==> src/sv/mcsg_pkg.sv <==
package mcsg_pkg;

  localparam int NUM_OUTPUTS = 4;
  localparam logic [7:0] USB_PORT_GROUP = 8'd16;

  localparam logic [1:0] MODE_TICK = 2'd0;
  localparam logic [1:0] MODE_BYTE = 2'd1;
  localparam logic [1:0] MODE_RESTART = 2'd2;
  localparam logic [1:0] MODE_NONE = 2'd3;

  localparam logic [1:0] CLK_MASTER = 2'd0;
  localparam logic [1:0] CLK_SLAVE = 2'd1;
  localparam logic [1:0] CLK_AUTO = 2'd2;

  localparam logic [1:0] REG_CLOCK_MODE = 2'd0;
  localparam logic [1:0] REG_TEMPO_PERIOD = 2'd1;
  localparam logic [1:0] REG_DIVIDER_TABLE = 2'd2;
  localparam logic [1:0] REG_PULSE_WIDTH_TABLE = 2'd3;

  localparam logic [7:0] RT_CLOCK = 8'hf8;
  localparam logic [7:0] RT_START = 8'hfa;
  localparam logic [7:0] RT_CONTINUE = 8'hfb;
  localparam logic [7:0] RT_STOP = 8'hfc;

  localparam logic [31:0] ACC_STEP = 32'd1000000;
  localparam logic [15:0] AUTO_LIMIT = 16'h0fff;

  typedef struct packed {
    logic [1:0] mode;
    logic [7:0] midi_byte;
    logic [7:0] port;
  } in_item_t;

  typedef struct packed {
    logic       clock_event;
    logic       start_event;
    logic       stop_event;
    logic       continue_event;
    logic       running;
    logic       slave_active;
    logic [3:0] gate_bits;
  } out_item_t;

endpackage

==> src/sv/midi_clock_sync_generator.sv <==
// Timer ticks, realtime bytes and restart requests enter on the input channel;
// each timer tick yields one output transaction with events, run state, slave
// flag and gate bits. Bytes and restarts yield no output transaction.
// A tick that makes a clock event steps through the divider states, since a
// single bit-serial remainder unit checks each output's divider in turn; other
// ticks skip them. Output is registered, so the input is taken again while a
// result waits; a later tick holds in its last cycle until that result is taken.
module midi_clock_sync_generator (
  input  logic                 clk,
  input  logic                 rst,
  input  logic                 in_valid,
  output logic                 in_stall,
  input  mcsg_pkg::in_item_t   in_data,
  output logic                 out_valid,
  input  logic                 out_stall,
  output mcsg_pkg::out_item_t  out_data,
  input  logic                 cfg_we,
  input  logic [1:0]           cfg_index,
  input  logic [31:0]          cfg_data
);
  localparam logic [1:0] ST_IDLE = 2'd0;
  localparam logic [1:0] ST_DIV = 2'd1;
  localparam logic [1:0] ST_WAIT = 2'd2;
  localparam logic [1:0] ST_GATE = 2'd3;
  localparam logic [3:0] USB_GRP_HI = mcsg_pkg::USB_PORT_GROUP[7:4];

  logic [1:0]  state;
  logic [1:0]  clock_mode;
  logic [29:0] tempo_period;
  logic [31:0] divider_table;
  logic [31:0] pulse_width_table;

  logic [15:0] interval_counter;
  logic [15:0] measured_interval;
  logic [15:0] interpolation_delay;
  logic [1:0]  interpolated_sent;
  logic [7:0]  pending_clocks;
  logic        start_pending, stop_pending, continue_pending, run_flag;
  logic [31:0] tempo_accumulator;
  logic [31:0] clock_tick_count;
  logic [15:0] pulse_counters [mcsg_pkg::NUM_OUTPUTS];
  logic [3:0]  gate_register;

  logic [1:0]  out_idx;
  logic        div_start, div_busy, div_hit;
  logic [7:0]  cur_div;
  logic        ev_clock, ev_start, ev_stop, ev_cont, slave;

  logic        accept;
  logic        drop_port;
  logic [15:0] ic_next;
  logic        slave_next;
  logic [15:0] idly_dec;
  logic        interp_fire;
  logic [7:0]  pend_after;
  logic [31:0] acc_add;
  logic        acc_over;
  logic        clock_hit;

  assign in_stall = (state != ST_IDLE);
  assign accept = in_valid && !in_stall;
  assign drop_port = (in_data.port[7:4] == USB_GRP_HI) && (in_data.port[3:0] != 4'd0);
  assign div_start = (state == ST_DIV);

  assign cur_div = divider_table[{out_idx, 3'b000} +: 8];

  mcsg_divcheck u_divcheck (
    .clk   (clk),
    .rst   (rst),
    .start (div_start),
    .count (clock_tick_count),
    .div   (cur_div),
    .busy  (div_busy),
    .hit   (div_hit)
  );

  always_comb begin
    ic_next = (interval_counter != 16'hffff) ? interval_counter + 16'd1 : interval_counter;
    if (clock_mode == mcsg_pkg::CLK_MASTER) begin
      slave_next = 1'b0;
    end else if (clock_mode == mcsg_pkg::CLK_SLAVE) begin
      slave_next = 1'b1;
    end else begin
      slave_next = ic_next < mcsg_pkg::AUTO_LIMIT;
    end
    idly_dec = interpolation_delay - 16'd1;
    interp_fire = (idly_dec == 16'd0) && (interpolated_sent != 2'd3);
    pend_after = pending_clocks + {7'd0, interp_fire};
    acc_add = tempo_accumulator + mcsg_pkg::ACC_STEP;
    acc_over = acc_add > {2'b00, tempo_period};
    clock_hit = (pend_after != 8'd0) ? slave_next : (!slave_next && acc_over);
  end

  always_ff @(posedge clk) begin
    if (rst) begin
      state <= ST_IDLE;
      out_valid <= 1'b0;
      clock_mode <= mcsg_pkg::CLK_AUTO;
      tempo_period <= 30'd5208333;
      divider_table <= 32'h04040404;
      pulse_width_table <= 32'h02020202;
      interval_counter <= '0;
      measured_interval <= '0;
      interpolation_delay <= '0;
      interpolated_sent <= '0;
      pending_clocks <= '0;
      start_pending <= 1'b0;
      stop_pending <= 1'b0;
      continue_pending <= 1'b0;
      run_flag <= 1'b0;
      tempo_accumulator <= '0;
      clock_tick_count <= '0;
      gate_register <= '0;
      for (int i = 0; i < mcsg_pkg::NUM_OUTPUTS; i++) begin
        pulse_counters[i] <= '0;
      end
      out_idx <= '0;
    end else begin
      if (out_valid && !out_stall && state != ST_GATE) begin
        out_valid <= 1'b0;
      end
      if (cfg_we) begin
        case (cfg_index)
          mcsg_pkg::REG_CLOCK_MODE: clock_mode <= cfg_data[1:0];
          mcsg_pkg::REG_TEMPO_PERIOD: tempo_period <= cfg_data[29:0];
          mcsg_pkg::REG_DIVIDER_TABLE: divider_table <= cfg_data;
          mcsg_pkg::REG_PULSE_WIDTH_TABLE: pulse_width_table <= cfg_data;
          default: ;
        endcase
      end
      case (state)
        ST_IDLE: begin
          if (accept) begin
            case (in_data.mode)
              mcsg_pkg::MODE_TICK: begin
                ev_start <= start_pending;
                ev_stop <= stop_pending;
                ev_cont <= continue_pending;
                start_pending <= 1'b0;
                stop_pending <= 1'b0;
                continue_pending <= 1'b0;
                if (continue_pending) begin
                  run_flag <= 1'b1;
                end else if (stop_pending) begin
                  run_flag <= 1'b0;
                end else if (start_pending) begin
                  run_flag <= 1'b1;
                end
                interval_counter <= ic_next;
                slave <= slave_next;
                interpolation_delay <= interp_fire ? measured_interval >> 2 : idly_dec;
                if (interp_fire) begin
                  interpolated_sent <= interpolated_sent + 2'd1;
                end
                out_idx <= '0;
                pending_clocks <= (pend_after != 8'd0) ? pend_after - 8'd1 : pend_after;
                if (pend_after == 8'd0 && !slave_next) begin
                  tempo_accumulator <= acc_over ? acc_add - {2'b00, tempo_period} : acc_add;
                end
                if (clock_hit) begin
                  ev_clock <= 1'b1;
                  clock_tick_count <= (start_pending ? 32'd0 : clock_tick_count) + 32'd1;
                  state <= ST_DIV;
                end else begin
                  ev_clock <= 1'b0;
                  if (start_pending) begin
                    clock_tick_count <= '0;
                  end
                  state <= ST_GATE;
                end
              end
              mcsg_pkg::MODE_BYTE: begin
                if (!drop_port) begin
                  case (in_data.midi_byte)
                    mcsg_pkg::RT_CLOCK: begin
                      measured_interval <= interval_counter;
                      interval_counter <= '0;
                      pending_clocks <= pending_clocks + 8'd4 - {6'd0, interpolated_sent};
                      interpolated_sent <= '0;
                      interpolation_delay <= interval_counter >> 2;
                    end
                    mcsg_pkg::RT_START: begin
                      start_pending <= 1'b1;
                      if (interval_counter > mcsg_pkg::AUTO_LIMIT) begin
                        interval_counter <= '0;
                      end
                      pending_clocks <= '0;
                      interpolated_sent <= 2'd3;
                    end
                    mcsg_pkg::RT_CONTINUE: continue_pending <= 1'b1;
                    mcsg_pkg::RT_STOP: stop_pending <= 1'b1;
                    default: ;
                  endcase
                end
              end
              mcsg_pkg::MODE_RESTART: start_pending <= 1'b1;
              default: ;
            endcase
          end
        end
        ST_DIV: begin
          state <= ST_WAIT;
        end
        ST_WAIT: begin
          if (!div_busy) begin
            if (div_hit) begin
              pulse_counters[out_idx] <= {8'd0, pulse_width_table[{out_idx, 3'b000} +: 8]};
            end
            if (out_idx == 2'd3) begin
              state <= ST_GATE;
              out_idx <= '0;
            end else begin
              out_idx <= out_idx + 2'd1;
              state <= ST_DIV;
            end
          end
        end
        ST_GATE: begin
          if (!(out_valid && out_stall)) begin
            if (!run_flag) begin
              gate_register <= '0;
              out_data.gate_bits <= '0;
            end else begin
              for (int i = 0; i < mcsg_pkg::NUM_OUTPUTS; i++) begin
                if (pulse_counters[i] != 16'd0) begin
                  pulse_counters[i] <= pulse_counters[i] - 16'd1;
                  gate_register[i] <= (pulse_counters[i] != 16'd1);
                  out_data.gate_bits[i] <= (pulse_counters[i] != 16'd1);
                end else begin
                  out_data.gate_bits[i] <= gate_register[i];
                end
              end
            end
            out_data.clock_event <= ev_clock;
            out_data.start_event <= ev_start;
            out_data.stop_event <= ev_stop;
            out_data.continue_event <= ev_cont;
            out_data.running <= run_flag;
            out_data.slave_active <= slave;
            out_valid <= 1'b1;
            state <= ST_IDLE;
          end
        end
        default: state <= ST_IDLE;
      endcase
    end
  end

`ifndef SYNTHESIS
  a_no_accept_busy: assert property (@(posedge clk) disable iff (rst)
    (state != ST_IDLE) |-> !accept) else $error("input taken while busy");
  a_gate_stopped: assert property (@(posedge clk) disable iff (rst)
    (out_valid && !out_data.running) |-> (out_data.gate_bits == 4'd0))
    else $error("gate active while stopped");
  a_div_idle: assert property (@(posedge clk) disable iff (rst)
    (state == ST_IDLE) |-> !div_busy) else $error("divider busy in idle");
`endif
endmodule

==> src/sv/mcsg_divcheck.sv <==
module mcsg_divcheck (
  input  logic        clk,
  input  logic        rst,
  input  logic        start,
  input  logic [31:0] count,
  input  logic [7:0]  div,
  output logic        busy,
  output logic        hit
);
  logic [4:0]  bit_idx;
  logic [31:0] quo_bits;
  logic [8:0]  rem;
  logic [8:0]  shifted;

  assign shifted = {rem[7:0], quo_bits[31]};

  always_ff @(posedge clk) begin
    if (rst) begin
      busy <= 1'b0;
    end else if (start) begin
      busy <= 1'b1;
      bit_idx <= 5'd0;
      rem <= 9'd0;
      quo_bits <= count;
    end else if (busy) begin
      quo_bits <= {quo_bits[30:0], 1'b0};
      if (shifted >= {1'b0, div}) begin
        rem <= shifted - {1'b0, div};
      end else begin
        rem <= shifted;
      end
      bit_idx <= bit_idx + 5'd1;
      if (bit_idx == 5'd31) begin
        busy <= 1'b0;
      end
    end
  end

  assign hit = (div != 8'd0) && (rem == 9'd0);
endmodule

==> config.mk <==
export PLATFORM = sky130hd
export DESIGN_NAME = midi_clock_sync_generator
export DESIGN_NICKNAME = d
export VERILOG_FILES = /design/src/sv/mcsg_pkg.sv /design/src/sv/midi_clock_sync_generator.sv /design/src/sv/mcsg_divcheck.sv
export SDC_FILE = /design/constraint.sdc
export NUM_CORES = 1
export LEC_CHECK = 0
export ABC_AREA = 1
export ABC_CLOCK_PERIOD_IN_PS = 3700
export BUFFER_PORTS_ARGS = -buffer_cell sky130_fd_sc_hd__buf_2
export CORE_MARGIN = 1.5
export CORE_UTILIZATION = 55
export DETAILED_ROUTE_END_ITERATION = 7
export GPL_ROUTABILITY_DRIVEN = 1
export PLACE_DENSITY = 0.74
export REMOVE_ABC_BUFFERS = 1
export SYNTH_ARGS = -nofsm -noshare
export SYNTH_HDL_FRONTEND = slang
export SYNTH_SLANG_ARGS = --single-unit
==> constraint.sdc <==
create_clock -name clk -period 3.7 [get_ports clk]
set_input_delay 0.925 -clock clk [delete_from_list [all_inputs] [get_ports clk]]
set_output_delay 0.925 -clock clk [all_outputs]
set_load 0.03 [all_outputs]
==> run_results.csv <==
group,metric,value,unit
floorplan,dieArea,0.0384,sq mm
timing,fin_skew,0.0449,ns
synth,synth_cell_types,54,
cts,cts_buffers,40,
detailed_routing,ant_nets,0,
timing,fin_ws,-0.0196,ns
layout,multi_input_area,0.0113,sq mm
detailed_routing,drc,0,
floorplan,initial_core_util,56.0,%
cts,hold_buffers,0,
synth,netlist_area,0.0205,sq mm
timing,finalWorstPathRequiredPeriod,3.72,ns
synth,synth_area_per_cell,7.10,sq um
timing,fin_crit_sh,101,%
placement,place_congestion,0.971,
floorplan,core,0.0366,sq mm
layout,fill_cells,3128,
synth,yosysWarningCount,0,
grt,grt_use_total,28.9,%
timing,setup_viol,4,
detailed_routing,first_pass_iters,8,
cts,cts.clk_slew.worst_paths,0.06,ns
grt,overflow,0,
power_and_ir_drop,cellPowerDensity,523,mW/mm^2
worst_setup_path,critPathMaxFanout,6,
worst_setup_path,slowest_delay,0.36,ns
timing,drv_slew,0,
worst_setup_path,worstPathRequired,4.19,ns
grt,grt_pass1_vias,18500,
synth,synthFlopType,"dfxtp_1",
status,violations,"setup timing",
layout,final_cell_mix,"nand2_1 (575), nor2_1 (433), inv_1 (309)",
layout,nets,3166,
placement,place.detailed.hpwl,39.2,mm
synth,synth-seq-cells,355,
worst_setup_path,worstPathArrival,4.21,ns
layout,layout-drive-gt1-share,13.4,%
synth,async_reset_ff_share,0,%
detailed_routing,wire_per_inst,16.0,um
layout,postLayoutCoreUtil,65.8,%
cts,htreeDepth,2,
floorplan,die_x,196,um
worst_setup_path,crit_top_cell,"nand2_1",
timing,tightest_slew,1.07,ns
cts,cts_tree,"done",
detailed_routing,drtIter0Drc,1448,
power_and_ir_drop,peakVddDrop,0.000390,V
status,status,"finished, violations left",
floorplan,die_h,196,um
floorplan,fp-row-count,70,
placement,placed_cell_area,0.0219,sq mm
worst_setup_path,critical_path_class,"flip-flop to flip-flop",
timing,hold_violations,0,
run,drv_cap,0,
cts,clk_latency,0.58,ns
synth,yosys-top-cells-area,"dfxtp_1 (26%), edfxtp_1 (14%), nand2_1 (11%)",
min_path,min_path_type,"flip-flop to flip-flop",
worst_setup_path,worst_setup_path_end_kind,"flip-flop",
cts,cts_max_path_buffers,3,
layout,layout_commonest_cell,"nand2_1",
synth,synthCells,2885,
worst_setup_path,cpMaxStageDelayCell,"dfxtp_4",
detailed_routing,wl,56.4,mm
worst_setup_path,critical-path-top-delay-family,"simple AND/OR/NAND/NOR gates",
synth,synth_area_leader_cell,"dfxtp_1",
worst_setup_path,worst-path-buf-inv,4,
grt,antenna_found_initial,2,
timing,fmax,0.269,GHz
power_and_ir_drop,p_leak,10.5,nW
worst_setup_path,setup.worst_path.start_class,"flip-flop",
cts,clock-sinks,355,
layout,final_cell_area,0.0241,sq mm
detailed_routing,num_vias,19700,
grt,grt_pass1_wl,90.9,mm
timing,slew_headroom,28.8,%
grt,grt_max_degree,164,
timing,rsz0062_at_grt,"yes",
placement,port_buffers,68,
synth,synth_edf_count,93,
detailed_routing,viasPerCell,5.57,
layout,seq_area,0.00805,sq mm
cts,root_buffer,"clkbuf_16",
synth,synth.yosys.seq_area_share,39.2,%
floorplan,io_pins,69,
synth,yosysTopAreaCellShare,25.6,%
layout,area_growth,17.5,%
## repair_timing
| item | in CTS | in global routing |
|---|---|---|
| setup buffers | 12 | 12 |
| pin swaps | 13 | 60 |
| endpoints found under the setup margin | 63 | 76 |
| gates cloned | 2 | 4 |
| gates resized for setup | 31 | 111 |
## where the power goes
group | switching [mW] | internal (mW)
sequential | 0.201 | 4.42
combinational | 2.34 | 1.34
clock | 1.68 | 2.61
## area by class of cell
| type | count | share of cell area [%] |
|---|---|---|
| clock inverter | 16 | 0.915 |
| clock buffer | 57 | 4.98 |
| timing repair buffer | 204 | 6.28 |
| tap | 468 | 2.43 |
| antenna | 2 | 0.0208 |
| multi-input combinational | 2101 | 46.8 |
| inverter | 325 | 5.10 |
| sequential | 355 | 33.5 |
## cell families (layout without fill, tap and decap cells)
kind of cell,Yosys count,in the layout,share of synthesized area (%)
other cells,0,2,0
fa+ha+maj,82,82,5.12
flops,355,355,39.2
compound gates,557,557,15.0
simple gates,1342,1343,27.4
buf+inv,430,602,8.15
xor+xnor,119,119,5.09
## cells in the mapped netlist, types with 4 or more instances
library cell and number:
nand2_1 594, o22ai_1 14, nor3_1 44, buf_1 6
o21bai_1 11, a21o_1 6, xnor2_1 37, nor2_1 452
dfxtp_1 262, a21boi_0 7, o21ai_0 235, inv_1 318
o21a_1 4, nand2_2 8, clkbuf_1 78, o211ai_1 26
nor4_1 14, xor2_1 82, nor3b_1 5, a211oi_1 10
nand3_1 147, ha_1 79, nor2_4 5, o22a_1 6
buf_2 15, a31oi_1 22, edfxtp_1 93, a21oi_1 196
or2_2 10, nand4_1 45, inv_2 4, a221oi_1 6
o32ai_1 4
## path summary, 6_finish.rpt
check	start	endpoint	slack, ns	cells past startpoint
min reg2reg	ev_start$_DFFE_PP_	out_data[8]$_DFFE_PP_	0.42	0
max	interpolation_delay[2]$_SDFFE_PP0P_	clock_tick_count[29]$_SDFFE_PP0P_	-0.02	25
min	ev_start$_DFFE_PP_	out_data[8]$_DFFE_PP_	0.42	0
max reg2reg	interpolation_delay[2]$_SDFFE_PP0P_	clock_tick_count[29]$_SDFFE_PP0P_	-0.02	25
## state kept, by name, summed over array words and instances, names as in the netlist, 9 cells and up
register,count
interval_counter,16
pulse_width_table,32
tempo_period,30
u_divcheck.quo_bits,32
clock_tick_count,32
out_data,10
pulse_counters,64
u_divcheck.rem,9
measured_interval,14
tempo_accumulator,32
divider_table,32
interpolation_delay,16
## layer usage
metal / track usage, % / vias up / wire length [um]
met5: 0 / - / 0
met2: 49.7 / 583 / 27100
met3: 3.44 / 118 / 3150
li1: - / 9784 / -
met1: 37.4 / 9168 / 24400
met4: 10.1 / 0 / 1710
## through the flow
step | hold WS [ns] | total power, mW | cells | TNS, ns | setup slack [ns]
after floorplan | 0.400 | 6.88 | 2780 | -101.03 | -1.06
after global placement | 0.416 | 7.95 | 3424 | -2.20 | -0.108
after detailed placement | 0.407 | 8.01 | 3424 | -8.05 | -0.199
after CTS | 0.428 | 12.4 | 3511 | -0.00922 | -0.00922
after global routing | 0.435 | 13.2 | 3528 | -10.78 | -0.257
final | 0.424 | 12.6 | 3528 | -0.0632 | -0.0196
Power figures use the tool's default switching activity.
